## src/design/grid_face_triangle_generator_macros.svh

```systemverilog
// Assertion macros for the grid face triangle generator.
`ifndef GRID_FACE_TRIANGLE_GENERATOR_MACROS_SVH
`define GRID_FACE_TRIANGLE_GENERATOR_MACROS_SVH

`ifndef SYNTHESIS
`define GFTG_ASSERT_IMPLIES(label, clk, rst, ante, cons, msg) \
   label: assert property (@(posedge clk) disable iff (rst) (ante) |-> (cons)) \
      else $error(msg);
`define GFTG_ASSERT_NEVER(label, clk, rst, cond, msg) \
   label: assert property (@(posedge clk) disable iff (rst) !(cond)) \
      else $error(msg);
`else
`define GFTG_ASSERT_IMPLIES(label, clk, rst, ante, cons, msg)
`define GFTG_ASSERT_NEVER(label, clk, rst, cond, msg)
`endif

`endif

```

## src/design/gftg_pkg.sv

```systemverilog
// Shared types, constants and vertex offset table of the grid face triangle generator.
`default_nettype none
package gftg_pkg;

   localparam int unsigned CELLS_W = 8;
   localparam int unsigned SIZE_W  = 16;
   localparam int unsigned IDX_W   = CELLS_W + 1;
   localparam int unsigned COORD_W = 24;
   localparam int unsigned CSR_IDX_W = 8;

   localparam logic [CELLS_W-1:0] CELLS_RESET = CELLS_W'(1);
   localparam logic [SIZE_W-1:0]  SIZE_RESET  = SIZE_W'(256);

   typedef enum logic [1:0] {
      FACE_XY = 2'd0,
      FACE_YZ = 2'd1,
      FACE_XZ = 2'd2
   } phase_type;

   typedef enum logic [CSR_IDX_W-1:0] {
      CSR_CELLS_X   = 8'd0,
      CSR_CELLS_Y   = 8'd1,
      CSR_CELLS_Z   = 8'd2,
      CSR_CELL_SIZE = 8'd3
   } csr_index_type;

   typedef struct packed {
      logic [CELLS_W-1:0] cells_x;
      logic [CELLS_W-1:0] cells_y;
      logic [CELLS_W-1:0] cells_z;
      logic [SIZE_W-1:0]  cell_size;
   } cfg_type;

   // grid indices of the three vertices, axis 0 x, 1 y, 2 z
   typedef struct packed {
      logic [2:0][2:0][IDX_W-1:0] vidx;
      logic [1:0]                 group;
      logic                       last;
   } tri_type;

   // offsets {di,dj,dk} of each vertex, vertex 0 in the low bits
   function automatic logic [2:0][2:0] vert_off(input logic [1:0] ph, input logic half);
      logic [2:0][2:0] off;
      unique case ({ph, half})
         {FACE_XY, 1'b0}: off = {3'b110, 3'b010, 3'b000};
         {FACE_XY, 1'b1}: off = {3'b100, 3'b110, 3'b000};
         {FACE_YZ, 1'b0}: off = {3'b001, 3'b010, 3'b000};
         {FACE_YZ, 1'b1}: off = {3'b011, 3'b010, 3'b001};
         {FACE_XZ, 1'b0}: off = {3'b101, 3'b100, 3'b000};
         {FACE_XZ, 1'b1}: off = {3'b001, 3'b101, 3'b000};
         default:         off = {3'b001, 3'b101, 3'b000};
      endcase
      return off;
   endfunction

   // zero cells count as one
   function automatic logic [CELLS_W-1:0] eff_cells(input logic [CELLS_W-1:0] v);
      return (v == '0) ? CELLS_W'(1) : v;
   endfunction

endpackage
`default_nettype wire

```

## src/design/gftg_csr.sv

```systemverilog
// Configuration registers of the grid face triangle generator.
`default_nettype none
module gftg_csr (
   input  wire logic                            clock,
   input  wire logic                            reset,
   input  wire logic                            csr_valid,
   output      logic                            csr_ready,
   input  wire logic [gftg_pkg::CSR_IDX_W-1:0]  csr_index,
   input  wire logic [gftg_pkg::SIZE_W-1:0]     csr_data,
   output      gftg_pkg::cfg_type               cfg
);
   import gftg_pkg::*;

   cfg_type cfg_ff;
   cfg_type cfg_in;

   assign csr_ready = 1'b1;
   assign cfg       = cfg_ff;

   always_comb begin
      cfg_in = cfg_ff;
      if (csr_valid) begin
         unique case (csr_index)
            CSR_CELLS_X:   cfg_in.cells_x   = csr_data[CELLS_W-1:0];
            CSR_CELLS_Y:   cfg_in.cells_y   = csr_data[CELLS_W-1:0];
            CSR_CELLS_Z:   cfg_in.cells_z   = csr_data[CELLS_W-1:0];
            CSR_CELL_SIZE: cfg_in.cell_size = csr_data;
            default:       cfg_in = cfg_ff;
         endcase
      end
   end

   always_ff @(posedge clock) begin
      if (reset) begin
         cfg_ff.cells_x   <= CELLS_RESET;
         cfg_ff.cells_y   <= CELLS_RESET;
         cfg_ff.cells_z   <= CELLS_RESET;
         cfg_ff.cell_size <= SIZE_RESET;
      end else begin
         cfg_ff <= cfg_in;
      end
   end

endmodule
`default_nettype wire

```

## src/design/gftg_walk.sv

```systemverilog
// Face walker: index counters and the vertex index stage.
`default_nettype none
module gftg_walk (
   input  wire logic              clock,
   input  wire logic              reset,
   input  wire gftg_pkg::cfg_type cfg,
   input  wire logic              accept,
   input  wire logic              restart,
   input  wire logic              drain,
   output      logic              tri_valid,
   output      gftg_pkg::tri_type tri_word
);
   import gftg_pkg::*;

   logic [CELLS_W-1:0] index_i_ff, index_j_ff, index_k_ff;
   logic [CELLS_W-1:0] index_i_in, index_j_in, index_k_in;
   phase_type          phase_ff, phase_in;
   logic               half_ff, half_in;
   logic               valid_ff, valid_in;
   tri_type            tri_ff, tri_in;

   logic [CELLS_W-1:0] cur_i, cur_j, cur_k;
   logic [CELLS_W-1:0] top_i, top_j, top_k;
   phase_type          ph;
   logic               half;
   logic               end_i, end_j, end_k;
   logic [2:0][2:0]    off;
   logic [2:0][CELLS_W-1:0] base;

   always_comb begin
      cur_i = restart ? '0 : index_i_ff;
      cur_j = restart ? '0 : index_j_ff;
      cur_k = restart ? '0 : index_k_ff;
      ph    = restart ? FACE_XY : phase_ff;
      half  = restart ? 1'b0 : half_ff;

      top_i = eff_cells(cfg.cells_x) - CELLS_W'(1) + CELLS_W'(ph == FACE_YZ);
      top_j = eff_cells(cfg.cells_y) - CELLS_W'(1) + CELLS_W'(ph == FACE_XZ);
      top_k = eff_cells(cfg.cells_z) - CELLS_W'(1) + CELLS_W'(ph == FACE_XY);
      end_i = cur_i >= top_i;
      end_j = cur_j >= top_j;
      end_k = cur_k >= top_k;

      off  = vert_off(ph, half);
      base = {cur_k, cur_j, cur_i};
      for (int v = 0; v < 3; v++) begin
         for (int a = 0; a < 3; a++) begin
            tri_in.vidx[v][a] = {1'b0, base[a]} + IDX_W'(off[v][2-a]);
         end
      end
      tri_in.group = ph;
      tri_in.last  = (ph == FACE_XZ) && half && end_i && end_j && end_k;

      index_i_in = cur_i;
      index_j_in = cur_j;
      index_k_in = cur_k;
      phase_in   = ph;
      half_in    = !half;
      if (half) begin
         if (!end_k) begin
            index_k_in = cur_k + CELLS_W'(1);
         end else begin
            index_k_in = '0;
            if (!end_j) begin
               index_j_in = cur_j + CELLS_W'(1);
            end else begin
               index_j_in = '0;
               if (!end_i) begin
                  index_i_in = cur_i + CELLS_W'(1);
               end else begin
                  index_i_in = '0;
                  unique case (ph)
                     FACE_XY: phase_in = FACE_YZ;
                     FACE_YZ: phase_in = FACE_XZ;
                     default: phase_in = FACE_XY;
                  endcase
               end
            end
         end
      end

      valid_in = accept ? 1'b1 : (drain ? 1'b0 : valid_ff);
   end

   always_ff @(posedge clock) begin
      if (reset) begin
         index_i_ff <= '0;
         index_j_ff <= '0;
         index_k_ff <= '0;
         phase_ff   <= FACE_XY;
         half_ff    <= 1'b0;
         valid_ff   <= 1'b0;
      end else begin
         valid_ff <= valid_in;
         if (accept) begin
            index_i_ff <= index_i_in;
            index_j_ff <= index_j_in;
            index_k_ff <= index_k_in;
            phase_ff   <= phase_in;
            half_ff    <= half_in;
         end
      end
   end

   always_ff @(posedge clock) begin
      if (accept) begin
         tri_ff <= tri_in;
      end
   end

   assign tri_valid = valid_ff;
   assign tri_word  = tri_ff;

endmodule
`default_nettype wire

```

## src/design/gftg_scale.sv

```systemverilog
// Coordinate scaling by the cell size and the result register.
`default_nettype none
module gftg_scale (
   input  wire logic              clock,
   input  wire logic              reset,
   input  wire gftg_pkg::cfg_type cfg,
   input  wire logic              tri_valid,
   input  wire gftg_pkg::tri_type tri_word,
   input  wire logic              load,
   output      logic              out_valid,
   output      logic [2:0][2:0][gftg_pkg::COORD_W-1:0] coord,
   output      logic [1:0]        group,
   output      logic              last
);
   import gftg_pkg::*;

   localparam int unsigned PROD_W = SIZE_W + IDX_W;

   logic                         valid_ff;
   logic [2:0][2:0][COORD_W-1:0] coord_ff, coord_in;
   logic [1:0]                   group_ff;
   logic                         last_ff;
   logic [2:0][2:0][PROD_W-1:0]  prod;

   always_comb begin
      for (int v = 0; v < 3; v++) begin
         for (int a = 0; a < 3; a++) begin
            prod[v][a]     = PROD_W'(cfg.cell_size) * PROD_W'(tri_word.vidx[v][a]);
            coord_in[v][a] = prod[v][a][COORD_W-1:0];
         end
      end
   end

   always_ff @(posedge clock) begin
      if (reset) begin
         valid_ff <= 1'b0;
      end else if (load) begin
         valid_ff <= tri_valid;
      end
   end

   always_ff @(posedge clock) begin
      if (load && tri_valid) begin
         coord_ff <= coord_in;
         group_ff <= tri_word.group;
         last_ff  <= tri_word.last;
      end
   end

   assign out_valid = valid_ff;
   assign coord     = coord_ff;
   assign group     = group_ff;
   assign last      = last_ff;

endmodule
`default_nettype wire

```

## src/design/grid_face_triangle_generator.sv

```systemverilog
// Top level of the grid face triangle generator.
//
//   channel  direction  handshake           word
//   req_     in         req_valid/req_stall restart flag
//   rsp_     out        rsp_valid/rsp_stall three vertices, face group, last flag
//   csr_     in         csr_valid/csr_ready register index and write data
//
// Two register stages: vertex indices, then scaled coordinates.
// One triangle per cycle sustained while rsp_stall is low; the walk counters update on every accepted word.
// Reset (synchronous) returns the walk to the first triangle and loads register defaults.
// rsp_stall holds the result stage and, once both stages are full, raises req_stall.
`default_nettype none
`include "grid_face_triangle_generator_macros.svh"
module grid_face_triangle_generator (
   input  wire logic                                clock,
   input  wire logic                                reset,
   input  wire logic                                req_valid,
   output      logic                                req_stall,
   input  wire logic                                req_restart,
   output      logic                                rsp_valid,
   input  wire logic                                rsp_stall,
   output      logic [gftg_pkg::COORD_W-1:0]        rsp_first_x,
   output      logic [gftg_pkg::COORD_W-1:0]        rsp_first_y,
   output      logic [gftg_pkg::COORD_W-1:0]        rsp_first_z,
   output      logic [gftg_pkg::COORD_W-1:0]        rsp_second_x,
   output      logic [gftg_pkg::COORD_W-1:0]        rsp_second_y,
   output      logic [gftg_pkg::COORD_W-1:0]        rsp_second_z,
   output      logic [gftg_pkg::COORD_W-1:0]        rsp_third_x,
   output      logic [gftg_pkg::COORD_W-1:0]        rsp_third_y,
   output      logic [gftg_pkg::COORD_W-1:0]        rsp_third_z,
   output      logic [1:0]                          rsp_face_group,
   output      logic                                rsp_last,
   input  wire logic                                csr_valid,
   output      logic                                csr_ready,
   input  wire logic [gftg_pkg::CSR_IDX_W-1:0]      csr_index,
   input  wire logic [gftg_pkg::SIZE_W-1:0]         csr_data
);
   import gftg_pkg::*;

   cfg_type                      cfg;
   tri_type                      tri_word;
   logic                         tri_valid;
   logic                         out_ready;
   logic                         in_ready;
   logic                         accept;
   logic [2:0][2:0][COORD_W-1:0] coord;

   assign out_ready = !rsp_valid || !rsp_stall;
   assign in_ready  = !tri_valid || out_ready;
   assign req_stall = !in_ready;
   assign accept    = req_valid && in_ready;

   gftg_csr u_csr (
      .clock     (clock),
      .reset     (reset),
      .csr_valid (csr_valid),
      .csr_ready (csr_ready),
      .csr_index (csr_index),
      .csr_data  (csr_data),
      .cfg       (cfg)
   );

   gftg_walk u_walk (
      .clock     (clock),
      .reset     (reset),
      .cfg       (cfg),
      .accept    (accept),
      .restart   (req_restart),
      .drain     (out_ready),
      .tri_valid (tri_valid),
      .tri_word  (tri_word)
   );

   gftg_scale u_scale (
      .clock     (clock),
      .reset     (reset),
      .cfg       (cfg),
      .tri_valid (tri_valid),
      .tri_word  (tri_word),
      .load      (out_ready),
      .out_valid (rsp_valid),
      .coord     (coord),
      .group     (rsp_face_group),
      .last      (rsp_last)
   );

   assign rsp_first_x  = coord[0][0];
   assign rsp_first_y  = coord[0][1];
   assign rsp_first_z  = coord[0][2];
   assign rsp_second_x = coord[1][0];
   assign rsp_second_y = coord[1][1];
   assign rsp_second_z = coord[1][2];
   assign rsp_third_x  = coord[2][0];
   assign rsp_third_y  = coord[2][1];
   assign rsp_third_z  = coord[2][2];

   `GFTG_ASSERT_IMPLIES(a_last_in_xz, clock, reset, rsp_valid && rsp_last,
      rsp_face_group == FACE_XZ, "last word outside the XZ family")
   `GFTG_ASSERT_IMPLIES(a_xy_flat, clock, reset, rsp_valid && rsp_face_group == FACE_XY,
      rsp_first_z == rsp_second_z && rsp_second_z == rsp_third_z, "XY triangle not flat in z")
   `GFTG_ASSERT_IMPLIES(a_yz_flat, clock, reset, rsp_valid && rsp_face_group == FACE_YZ,
      rsp_first_x == rsp_second_x && rsp_second_x == rsp_third_x, "YZ triangle not flat in x")
   `GFTG_ASSERT_NEVER(a_stall_needs_rsp, clock, reset, req_stall && !rsp_valid,
      "request stalled with empty result stage")

endmodule
`default_nettype wire

```

## config.mk

```make
export PLATFORM = sky130hd
export DESIGN_NAME = grid_face_triangle_generator
export DESIGN_NICKNAME = d
export VERILOG_FILES = /design/src/design/gftg_pkg.sv /design/src/design/gftg_csr.sv /design/src/design/gftg_walk.sv /design/src/design/gftg_scale.sv /design/src/design/grid_face_triangle_generator.sv
export VERILOG_INCLUDE_DIRS = /design/src /design/src/design
export SDC_FILE = /design/constraint.sdc
export NUM_CORES = 2
export LEC_CHECK = 0
export BUFFER_PORTS_ARGS = -buffer_cell sky130_fd_sc_hd__buf_2
export CAP_MARGIN = 20
export CORE_ASPECT_RATIO = 2
export CORE_MARGIN = 2
export CORE_UTILIZATION = 50
export DETAILED_ROUTE_END_ITERATION = 10
export PLACE_DENSITY = 0.79
export SETUP_SLACK_MARGIN = 0.5
export SLEW_MARGIN = 20
export SYNTH_ARGS = -nofsm -noshare
export SYNTH_HDL_FRONTEND = slang
export SYNTH_SLANG_ARGS = --single-unit
```

## constraint.sdc

```tcl
create_clock -name clock -period 32.8 [get_ports clock]
set_input_delay 4.92 -clock clock [delete_from_list [all_inputs] [get_ports clock]]
set_output_delay 4.92 -clock clock [all_outputs]
set_load 0.02 [all_outputs]
```

==> results.json <==
{
  "status": "finished, final reports clean",
  "report.final.slew_viol_count": 0,
  "rsz0062_at_grt": "false",
  "synth.cell_area_um2": 53740,
  "die-area_um2": 110300,
  "netlist_top_cells_area": "fa_1 (32%), edfxtp_1 (17%), ha_1 (11%)",
  "postPlaceCellArea_um2": 55920,
  "p_per_area_nw_per_um2": 19.93,
  "final_nets": 7095,
  "cap_viol_max_count": 0,
  "finalCritPeriodShare_pct": 31.47,
  "placeableCoreArea_um2": 107000,
  "grt_usage_pct": 24.48,
  "cts_tree": "done",
  "synth.net_count": 7048,
  "setup_ws_ns": 22.48,
  "root_buffer": "clkbuf_16",
  "cp-start-kind": "primary input",
  "max-slew-margin-rel_pct": 35.11,
  "synth.most_common_cell": "inv_1",
  "pin_count": 252,
  "vias_per_cell": 5.484,
  "synthArstFlopShare_pct": 0,
  "synthCells": 5706,
  "cts.sinks": 370,
  "port_buffers": 250,
  "skew_ns": 0.03623,
  "synth_top_flop_cell": "edfxtp_1",
  "hold_path_class": "reg2reg",
  "wl_um": 132300,
  "antenna_found_initial": 5,
  "dp_hpwl_um": 100300,
  "pre_cts_ws_ns": 22.48,
  "fill_cells": 9387,
  "clk_latency_ns": 0.64,
  "final_cell_area_um2": 57340,
  "clk_pin_slew_ns": 0.07,
  "cts_inserted_buffers": 40,
  "vias": 39291,
  "synth_top_area_share_pct": 31.89,
  "end_kind": "primary output",
  "crit_start": "rsp_stall",
  "rows": 170,
  "gp_congestion": 0.9203,
  "first_pass_iters": 5,
  "fmax_ghz": 0.09689,
  "hold_viol_final": 0,
  "ys_top_cells_by_count": "inv_1 (1146), fa_1 (856), and2_1 (726)",
  "worst_slew_pin_slew_ns": 0.9710,
  "final_cells": 7165,
  "grt_first_pass_wirelength_um": 214900,
  "avgSynthCellArea_um2": 9.419,
  "min_period_ns": 10.32,
  "post-cts-setup-buffer-count": 0,
  "cts.repair.resized": 0,
  "postRouteAntennaNets": 0,
  "crit_path_max_fanout": 3,
  "drive_gt1_share_pct": 6.914,
  "grt_overflow": 0,
  "tns_ns": 0,
  "cts-htree-levels": 2,
  "area_growth_pct": 6.698,
  "arrival_ns": 5.40,
  "ys_warn_count": 0,
  "start_util_pct": 50.23,
  "worstSetupPathType": "in2out",
  "worstHoldStart": "u_csr.cfg[24]",
  "ys_ff_latch": 370,
  "clockBufferDepth": 3,
  "placed_cells": 7087,
  "synth.distinct_cells": 83,
  "seq_area_frac_synth_pct": 19.39,
  "drt_iter0_drc": 2072,
  "yosysTopAreaCell": "fa_1",
  "drc_errors": 0,
  "hold_buffers": 0,
  "crit-reg2reg-launch": "u_csr.cfg[10]",
  "wire_per_inst_um": 18.46,
  "grt_pass1_vias": 43186,
  "fin_hold_ws_ns": 0.4780,
  "setup_viol": 0,
  "leakage_nw": 29.51,
  "fp.dieH_um": 467.7,
  "ir_drop_uv": 36.93,
  "die_x_um": 235.8,
  "synth_edf_count": 301,
  "crit_required_ns": 27.88,
  "grt_max_degree": 80
}
## cells by family (layout without fill, tap and decap cells)
logic type               Yosys count  count (layout)  synth area share (%)
flip-flops                       370             370                 19.39
other                              1               5              0.006978
AO/OA/AOI/OAI                    483             483                 6.018
multiplexers                      40              40                0.7450
XOR/XNOR                         217             217                 3.536
buffers and inverters           1418            1497                 9.946
AND/OR/NAND/NOR                 1865            1865                 17.86
adder cells (fa/ha/maj)         1312            1312                 42.50
## worst paths after layout
path	cells past startpoint	slack, ns	to
worst max register to register	17	26.45	u_scale.coord[20]
worst min-delay path	1	0.48	u_csr.cfg[24]
worst min register to register	1	0.48	u_csr.cfg[24]
worst max-delay path	4	22.48	req_stall
## flip-flops by register name (all words and copies together), names as in the netlist, 2 cells and up
register	cells
u_scale.coord	216
u_walk.tri_word	82
u_csr.cfg	40
u_walk.phase_ff	2
u_walk.index_i_ff	8
u_walk.index_k_ff	8
u_walk.index_j_ff	8
u_scale.group	2
## cell usage in the layout (no fill, tap or decap), types with 8 or more instances in the layout
cell,netlist,routed
nand3_1,60,60
inv_1,1146,1145
and2_1,726,726
nand4_1,17,17
nor2b_1,46,46
ha_1,456,456
clkbuf_16,0,41
a31oi_1,17,17
o21ai_1,9,9
fa_1,856,856
or4_1,11,11
mux2i_1,40,40
dfxtp_1,69,53
edfxtp_1,301,301
buf_4,3,27
o21a_1,26,26
o31ai_1,8,8
o211ai_1,22,22
xor2_1,57,57
a21oi_1,141,141
buf_2,8,250
o21ai_0,65,65
or3_1,12,12
nand2b_1,35,35
nand2_1,650,650
and3_1,29,29
nor3_1,52,52
dfxtp_2,0,13
o21bai_1,17,17
a21o_1,61,61
nand3b_1,8,8
xnor2_1,160,160
a211oi_1,17,17
nor4_1,11,11
o22ai_1,9,9
nor2_1,172,172
## metal layers
layer  global-route usage (%)  routed length (µm)  share of wire [%]  vias to the layer above
met5                        0                  14              0.011                        -
met2                    47.34               72040                 54                     1196
met4                    12.81                6824                5.2                        2
li1                         -                   -                  -                    17685
met3                    2.563                6201                4.7                      381
met1                    25.93               47200                 36                    20027
## worst max-delay path, cell delays in order
cell and delay (ns):
buf_2 0.13, nand3_1 0.13, inv_1 0.07, buf_2 0.15
## area by class of cell
cell class | count | area, µm² | area share (%)
multi-input combinational | 3918 | 38000 | 66.26
sequential | 370 | 10450 | 18.22
inverter | 1146 | 4304 | 7.506
tap | 1376 | 1722 | 3.002
timing repair buffer | 277 | 1454 | 2.535
clock buffer | 46 | 1075 | 1.874
clock inverter | 28 | 336.6 | 0.5869
antenna | 4 | 10.01 | 0.01746
## report_power, final
| group | internal [mW] | switching, mW | total, mW |
|---|---|---|---|
| Sequential | 0.523 | 0.0281 | 0.551 |
| Clock | 0.275 | 0.225 | 0.500 |
| Combinational | 0.0304 | 0.0616 | 0.0920 |
| Total | 0.828 | 0.315 | 1.14 |
## through the flow
step | util (%) | power, mW
2_1_floorplan | - | 0.6198
5_1_grt | 53.59 | 1.183
3_3_place_gp | 52.27 | 0.6502
3_5_place_dp | 52.27 | 0.6524
4_1_cts | 53.59 | 1.160
6_report | 53.60 | 1.143
No activity file was read; power rests on OpenSTA's default activity.
